<file path="src/rtl/core/sfs_pkg.sv">
// ----------------------------------------------------------------------------
// sfs_pkg
// Shared types and constants of the status frame deframer: header bytes,
// phase codes, item kinds and the result record.
// ----------------------------------------------------------------------------
package sfs_pkg;

	localparam int JOINT_COUNT_DEF = 7;
	localparam int HDR_LEN         = 15;
	localparam int HIST_LEN        = HDR_LEN - 1;
	localparam int SERIAL_LEN      = 4;

	localparam logic [7:0] SYNC_HDR [HDR_LEN] = '{
		8'h52, 8'h52, 8'h31, 8'h2D, 8'h72, 8'h65, 8'h76, 8'h2E,
		8'h32, 8'h2D, 8'h72, 8'h6F, 8'h62, 8'h6F, 8'h74
	};

	typedef enum logic [1:0] {
		PH_HUNT   = 2'd0,
		PH_SERIAL = 2'd1,
		PH_JOINT  = 2'd2
	} phase_t;

	typedef enum logic [1:0] {
		KIND_SERIAL   = 2'd0,
		KIND_ENCODER  = 2'd1,
		KIND_EXECUTED = 2'd2
	} kind_t;

	typedef struct packed {
		logic               valid;
		kind_t              item_kind;
		logic [2:0]         joint_index;
		logic signed [31:0] joint_value;
		logic [31:0]        serial_code;
		logic               frame_last;
	} result_t;

endpackage

</file>
<file path="src/rtl/core/sfs_byte_if.sv">
// ----------------------------------------------------------------------------
// sfs_byte_if
// Request channel carrying one received serial byte.
// ----------------------------------------------------------------------------
interface sfs_byte_if;
	logic       valid;
	logic       ready;
	logic [7:0] rx_byte;

	modport source (output valid, output rx_byte, input ready);
	modport sink   (input valid, input rx_byte, output ready);
endinterface

</file>
<file path="src/rtl/core/sfs_item_if.sv">
// ----------------------------------------------------------------------------
// sfs_item_if
// Request channel carrying one decoded frame item.
// ----------------------------------------------------------------------------
interface sfs_item_if;
	logic               valid;
	logic               ready;
	logic [1:0]         item_kind;
	logic [2:0]         joint_index;
	logic signed [31:0] joint_value;
	logic [31:0]        serial_code;
	logic               frame_last;

	modport source (output valid, output item_kind, output joint_index,
		output joint_value, output serial_code, output frame_last, input ready);
	modport sink   (input valid, input item_kind, input joint_index,
		input joint_value, input serial_code, input frame_last, output ready);
endinterface

</file>
<file path="src/rtl/core/sfs_parser.sv">
// ----------------------------------------------------------------------------
// sfs_parser
// Frame state and byte decode: header hunt over the byte history, serial
// capture and little-endian joint word assembly. One byte per step.
// ----------------------------------------------------------------------------
module sfs_parser
	import sfs_pkg::*;
#(
	parameter int JOINT_COUNT = JOINT_COUNT_DEF
) (
	input  logic       clk,
	input  logic       arst_n,
	input  logic       step,
	input  logic [7:0] rx_byte,
	output result_t    res
);

	localparam logic [3:0] JC_W   = 4'(JOINT_COUNT);
	localparam logic [3:0] LAST_W = 4'(2 * JOINT_COUNT - 1);
	localparam logic [5:0] SER_LAST = 6'(SERIAL_LEN - 1);

	logic [7:0]  recent_q [HIST_LEN];
	phase_t      phase_q;
	logic [5:0]  pos_q;
	logic [23:0] partial_q;

	logic [7:0]  recent_d [HIST_LEN];
	phase_t      phase_d;
	logic [5:0]  pos_d;
	logic [23:0] partial_d;
	logic        hit;
	logic [1:0]  k;
	logic [3:0]  w;
	logic [3:0]  w_exec;
	logic        last;

	always_comb begin
		hit = (rx_byte == SYNC_HDR[HDR_LEN-1]);
		for (int i = 0; i < HIST_LEN; i++) begin
			if (recent_q[i] != SYNC_HDR[i]) begin
				hit = 1'b0;
			end
		end
	end

	assign k      = pos_q[1:0];
	assign w      = pos_q[5:2];
	assign w_exec = w - JC_W;
	assign last   = (w >= LAST_W);

	always_comb begin
		recent_d  = recent_q;
		phase_d   = phase_q;
		pos_d     = pos_q;
		partial_d = partial_q;
		res       = '0;
		unique case (phase_q)
			PH_SERIAL: begin
				if (pos_q < SER_LAST) begin
					partial_d = {partial_q[15:0], rx_byte};
					pos_d     = pos_q + 6'd1;
				end else begin
					res.valid       = 1'b1;
					res.item_kind   = KIND_SERIAL;
					res.serial_code = {partial_q, rx_byte};
					phase_d         = PH_JOINT;
					pos_d           = '0;
					partial_d       = '0;
				end
			end
			PH_JOINT: begin
				if (k != 2'd3) begin
					unique case (k)
						2'd0:    partial_d = {16'd0, rx_byte};
						2'd1:    partial_d = {partial_q[23:16], rx_byte, partial_q[7:0]};
						default: partial_d = {rx_byte, partial_q[15:0]};
					endcase
					pos_d = pos_q + 6'd1;
				end else begin
					res.valid       = 1'b1;
					res.joint_value = {rx_byte, partial_q};
					res.frame_last  = last;
					if (w < JC_W) begin
						res.item_kind   = KIND_ENCODER;
						res.joint_index = w[2:0];
					end else begin
						res.item_kind   = KIND_EXECUTED;
						res.joint_index = w_exec[2:0];
					end
					partial_d = '0;
					if (last) begin
						phase_d = PH_HUNT;
						pos_d   = '0;
					end else begin
						pos_d = pos_q + 6'd1;
					end
				end
			end
			default: begin
				if (hit) begin
					for (int i = 0; i < HIST_LEN; i++) begin
						recent_d[i] = '0;
					end
					phase_d   = PH_SERIAL;
					pos_d     = '0;
					partial_d = '0;
				end else begin
					for (int i = 0; i < HIST_LEN - 1; i++) begin
						recent_d[i] = recent_q[i+1];
					end
					recent_d[HIST_LEN-1] = rx_byte;
					phase_d = PH_HUNT;
				end
			end
		endcase
	end

	always_ff @(posedge clk or negedge arst_n) begin
		if (!arst_n) begin
			for (int i = 0; i < HIST_LEN; i++) begin
				recent_q[i] <= '0;
			end
			phase_q   <= PH_HUNT;
			pos_q     <= '0;
			partial_q <= '0;
		end else if (step) begin
			recent_q  <= recent_d;
			phase_q   <= phase_d;
			pos_q     <= pos_d;
			partial_q <= partial_d;
		end
	end

endmodule

</file>
<file path="src/rtl/core/status_frame_sync_deframer.sv">
// ----------------------------------------------------------------------------
// status_frame_sync_deframer
// Finds the 15-byte status header in a received byte stream and reports the
// serial number and the encoder and executed joint positions of each frame.
// ----------------------------------------------------------------------------
// Takes one byte per clock cycle unless the output side stalls. A byte is held in an input
// register, decoded against the frame state when it leaves that register and its result
// (if any) lands in an output register, where the item is presented until it is
// taken. The
// output register frees the input side: a new byte is taken while a result
// waits, and input stalls only when both the input register and the output
// register are full. Bytes outside a frame
// produce no item; the serial number comes as one item after its fourth
// character, each joint word after its fourth byte, the final word marked
// with frame_last.
module status_frame_sync_deframer
	import sfs_pkg::*;
#(
	parameter int JOINT_COUNT = JOINT_COUNT_DEF
) (
	input  logic       clk,
	input  logic       arst_n,
	sfs_byte_if.sink   rx,
	sfs_item_if.source items
);

	logic       valid_s1;
	logic [7:0] byte_s1;
	logic       out_valid_q;
	result_t    out_q;
	result_t    res;
	logic       advance;
	logic       take;

	assign advance  = valid_s1 && (!out_valid_q || items.ready);
	assign rx.ready = !valid_s1 || advance;
	assign take     = rx.valid && rx.ready;

	sfs_parser #(
		.JOINT_COUNT(JOINT_COUNT)
	) u_parser (
		.clk     (clk),
		.arst_n  (arst_n),
		.step    (advance),
		.rx_byte (byte_s1),
		.res     (res)
	);

	always_ff @(posedge clk or negedge arst_n) begin
		if (!arst_n) begin
			valid_s1 <= 1'b0;
		end else if (take) begin
			valid_s1 <= 1'b1;
		end else if (advance) begin
			valid_s1 <= 1'b0;
		end
	end

	always_ff @(posedge clk) begin
		if (take) begin
			byte_s1 <= rx.rx_byte;
		end
	end

	always_ff @(posedge clk or negedge arst_n) begin
		if (!arst_n) begin
			out_valid_q <= 1'b0;
		end else if (advance) begin
			out_valid_q <= res.valid;
		end else if (items.ready) begin
			out_valid_q <= 1'b0;
		end
	end

	always_ff @(posedge clk) begin
		if (advance && res.valid) begin
			out_q <= res;
		end
	end

	assign items.valid       = out_valid_q;
	assign items.item_kind   = out_q.item_kind;
	assign items.joint_index = out_q.joint_index;
	assign items.joint_value = out_q.joint_value;
	assign items.serial_code = out_q.serial_code;
	assign items.frame_last  = out_q.frame_last;

endmodule

</file>
<file path="src/flat_wrapper.sv">
// flat-port wrapper written by rule: the top's interface ports become plain ports
module status_frame_sync_deframer_flat import sfs_pkg::*;
#(
	parameter int JOINT_COUNT = JOINT_COUNT_DEF
)
  (clk, arst_n, rx_valid, rx_rx_byte, rx_ready, items_valid, items_item_kind, items_joint_index, items_joint_value, items_serial_code, items_frame_last, items_ready);
  sfs_byte_if rx_i ();
  sfs_item_if items_i ();
  input  logic clk;
  input  logic arst_n;
  input wire logic [$bits(rx_i.valid)-1:0] rx_valid;
  input wire logic [$bits(rx_i.rx_byte)-1:0] rx_rx_byte;
  output wire logic [$bits(rx_i.ready)-1:0] rx_ready;
  output wire logic [$bits(items_i.valid)-1:0] items_valid;
  output wire logic [$bits(items_i.item_kind)-1:0] items_item_kind;
  output wire logic [$bits(items_i.joint_index)-1:0] items_joint_index;
  output wire logic [$bits(items_i.joint_value)-1:0] items_joint_value;
  output wire logic [$bits(items_i.serial_code)-1:0] items_serial_code;
  output wire logic [$bits(items_i.frame_last)-1:0] items_frame_last;
  input wire logic [$bits(items_i.ready)-1:0] items_ready;
  assign rx_i.valid = rx_valid;
  assign rx_i.rx_byte = rx_rx_byte;
  assign rx_ready = rx_i.ready;
  assign items_valid = items_i.valid;
  assign items_item_kind = items_i.item_kind;
  assign items_joint_index = items_i.joint_index;
  assign items_joint_value = items_i.joint_value;
  assign items_serial_code = items_i.serial_code;
  assign items_frame_last = items_i.frame_last;
  assign items_i.ready = items_ready;
  status_frame_sync_deframer #(.JOINT_COUNT(JOINT_COUNT)) u_core (.clk(clk), .arst_n(arst_n), .rx(rx_i), .items(items_i));
endmodule
</file>
<file path="config.mk">
export PLATFORM = sky130hd
export DESIGN_NAME = status_frame_sync_deframer_flat
export DESIGN_NICKNAME = d
export VERILOG_FILES = /design/src/rtl/core/sfs_pkg.sv /design/src/rtl/core/sfs_byte_if.sv /design/src/rtl/core/sfs_item_if.sv /design/src/rtl/core/sfs_parser.sv /design/src/rtl/core/status_frame_sync_deframer.sv /design/src/flat_wrapper.sv
export SDC_FILE = /design/constraint.sdc
export NUM_CORES = 1
export LEC_CHECK = 0
export ABC_AREA = 1
export BUFFER_PORTS_ARGS = -buffer_cell sky130_fd_sc_hd__buf_2
export CORE_MARGIN = 2
export CORE_UTILIZATION = 59
export DETAILED_ROUTE_END_ITERATION = 10
export PLACE_DENSITY_LB_ADDON = 0.1
export SYNTH_ARGS = -nofsm -noshare
export SYNTH_HDL_FRONTEND = slang
export SYNTH_SLANG_ARGS = --single-unit
</file>
<file path="constraint.sdc">
create_clock -name clk -period 8.57 [get_ports clk]
set_input_delay 0.857 -clock clk [delete_from_list [all_inputs] [get_ports clk]]
set_output_delay 0.857 -clock clk [all_outputs]
set_load 0.01 [all_outputs]
</file>
==> results.ini <==
[status]
status=finished clean

[die]
ios=84
coreArea_mm2=0.0158
die_width_um=131
rows=46
die_area_mm2=0.0171
start_util_pct=60.0
die_h_um=131

[detailed_routing]
drtAntennaViolNets=0
drtPass1Iterations=5
drt_iter0_markers=604
wl_per_cell_um=14.5
vias=6935
viasPerCell=5.29
drc=0
drt-total-wl_um=19000

[logic_synthesis]
synth_top_area_cell=dfrtp_1
synth_edf_count=78
synth.area.top_cells=dfrtp_1, edfxtp_1, nand2_1, nor2_1, o21ai_0
syn_area_mm2=0.00950
synth_seq_cells=224
synthCells=1013
ys.flop_type=dfrtp_1
synthTopCellsByCount=nand2_1, nor2_1, dfrtp_1, inv_1, o21ai_0
synthArstFlopShare_pct=65.2
ys_types=27
syn_avg_cell_area_um2=9.37
synth_top_area_share_pct=38.5
ys_seq_area_share_pct=63.1
yosys_warnings=0
synth_nets=1034
synth_most_common_cell=nand2_1

[placement]
postPlaceCellArea_mm2=0.0100
placed_cells_incl_taps=1268
routabilityCongestion=0.860
dpl.hpwl_um=11700
io_buffers=83
dp_slack_ns=5.41

[layout]
area_growth_pct=13.6
n_antenna_cell=0
fillers=1285
layout.nets=1098
design_area_mm2=0.0108
layout-drive-gt1-share_pct=12.2
final_cells=1310

[timing]
worstMarginPinSlew_ns=1.20
setup_ws_ns=5.37
fin_crit_ns=3.20
worst_clock_skew_ns=0.0218
fin_crit_sh_pct=37.4
setup_violations=0
fmax_ghz=0.312
finalHoldViolCount=0
relSlewSlack_pct=19.9
slew_violations=0
grt_setup_unrepaired=no
finalSetupTns_ns=0

[clock_tree]
post_cts_buffers=0
clockBufferDepth=3
htreeDepth=1
cts_tree=built
path_clk_slew_ns=0.07
cts_resized=0
cts_sinks=224
cts_buffers=23
cts_root_buf=clkbuf_16
clock_latency_ns=0.52
postCtsHoldBufs=0

[power]
p_leak_nw=4.77
clkPwrFrac_pct=41.9
swShare_pct=23.8
p_total_w=0.00248
power_frac_seq_pct=50.9
p_switching_w=0.000590
pwr-share-comb_pct=7.2
ir_drop_mv=0.190
p_per_area_mw_per_mm2=230
internal_power_w=0.00189

[worst_setup_path]
crit_arrival_ns=3.34
worstPathRequired_ns=8.71
crit_type=register to register
end_kind=register
rr_worst_depth=6
crit_path_start_kind=register
critPathMaxFanout=57

[global_routing]
grt_overflow_total=0
antenna_found_initial=1
grt_first_pass_wirelength_um=31600
grt_max_degree=133
grt_pass1_vias=6652
grt_use_total_pct=23.0

[job]
max-cap-violations=0

[worst_hold_path]
hp-class=primary input to async pin

cell usage in the layout (no fill, tap or decap):
master and instances:
nor2_4 1, clkbuf_8 2, bufinv_16 4, nand4_1 27, o22ai_1 1, nand3b_1 2, ha_1 9, nor3_1 1
o21ai_0 86, xnor2_1 1, nor3_2 1, nor2_1 150, o21ai_1 7, nand3_4 3, clkinv_2 4, buf_6 1
o211ai_1 2, clkinvlp_4 1, clkbuf_1 4, inv_2 2, o31ai_1 1, buf_4 6, buf_2 82, nand2_1 254
nand3_1 67, nand2_2 2, inv_1 102, a22oi_1 16, a21oi_1 4, clkbuf_16 23, dfrtp_1 146, clkinv_1 3
edfxtp_1 78, inv_6 1
power groups by stage:
stage | clock network [W] | registers (W) | logic (W)
finish | 0.00104 | 0.00126 | 0.000179
floorplan | 0 | 0.00127 | 0.000133
global placement | 0 | 0.00128 | 0.000175
CTS | 0.00105 | 0.00126 | 0.000184
detailed placement | 0 | 0.00128 | 0.000180
global route | 0.00109 | 0.00127 | 0.000215
layout make-up:
class / count / area [um2] / share of cell area [%]
repair buffers: 89 / 467 / 4.32
inverters: 104 / 390 / 3.62
flip-flops and latches: 224 / 6000 / 55.6
clock buffers: 29 / 618 / 5.73
clock inverters: 13 / 168 / 1.55
well taps: 216 / 270 / 2.50
multi-input cells: 635 / 2880 / 26.7
worst paths after layout:
check | slack (ns) | endpoint | startpoint
min in group clk | 0.47 | u_core.u_parser.partial_q[16]$_DFFE_PN0P_ | u_core.u_parser.partial_q[16]$_DFFE_PN0P_
worst min register to register | 0.47 | u_core.u_parser.partial_q[16]$_DFFE_PN0P_ | u_core.u_parser.partial_q[16]$_DFFE_PN0P_
worst min-delay path | 0.40 | u_core.u_parser.recent_q[23]$_DFFE_PN0P_ | arst_n
max in group asynchronous | 6.87 | u_core.u_parser.recent_q[96]$_DFFE_PN0P_ | arst_n
worst max-delay path | 5.37 | u_core.items.serial_code[14]$_SDFFCE_PN0P_ | u_core.u_parser.pos_q[1]$_DFFE_PN0P_
worst max register to register | 5.37 | u_core.items.serial_code[14]$_SDFFCE_PN0P_ | u_core.u_parser.pos_q[1]$_DFFE_PN0P_
cells by family (layout without fill, tap and decap cells):
logic type,after synthesis,count (layout),share of synthesized area [%]
simple gates,508,508,22.3
fa+ha+maj,9,9,1.19
compound gates,117,117,6.68
flops,224,224,63.1
xor+xnor,1,1,0.0922
buf+inv,154,235,6.61
registers in the layout, indices dropped and copies added (netlist names):
signal                     count
u_core.items.item_kind         2
u_core.u_parser.recent_q     112
u_core.items.valid             1
u_core.u_parser.pos_q          6
u_core.items.joint_value      32
u_core.u_parser.partial_q     24
u_core.u_parser.phase_q        2
u_core.valid_s1                1
u_core.byte_s1                 8
u_core.items.frame_last        1
u_core.items.joint_index       3
u_core.items.serial_code      32
critical path, cell delays in order (launching register included):
cell	delay, ns
dfrtp_1	0.61
ha_1	0.37
nand2_1	0.11
nand3_1	0.12
a21oi_1	0.10
nor3_2	0.74
buf_4	0.70
metrics by stage:
| step | util [%] | hold WS [ns] |
|---|---|---|
| global placement | 63.2 | 0.455 |
| CTS | 68.2 | 0.425 |
| detailed placement | 63.2 | 0.461 |
| floorplan | - | 0.442 |
| finish | 68.2 | 0.395 |
| global route | 68.2 | 0.457 |
metal layers:
metal | share of wire (%) | global-route usage (%) | up-vias
met2 | 47 | 36.9 | 186
met3 | 5.5 | 4.15 | 36
met5 | 0.053 | 0 | -
li1 | - | - | 3409
met4 | 2.6 | 7.01 | 2
met1 | 45 | 32.7 | 3302
No activity file was read; power rests on OpenSTA's default activity.
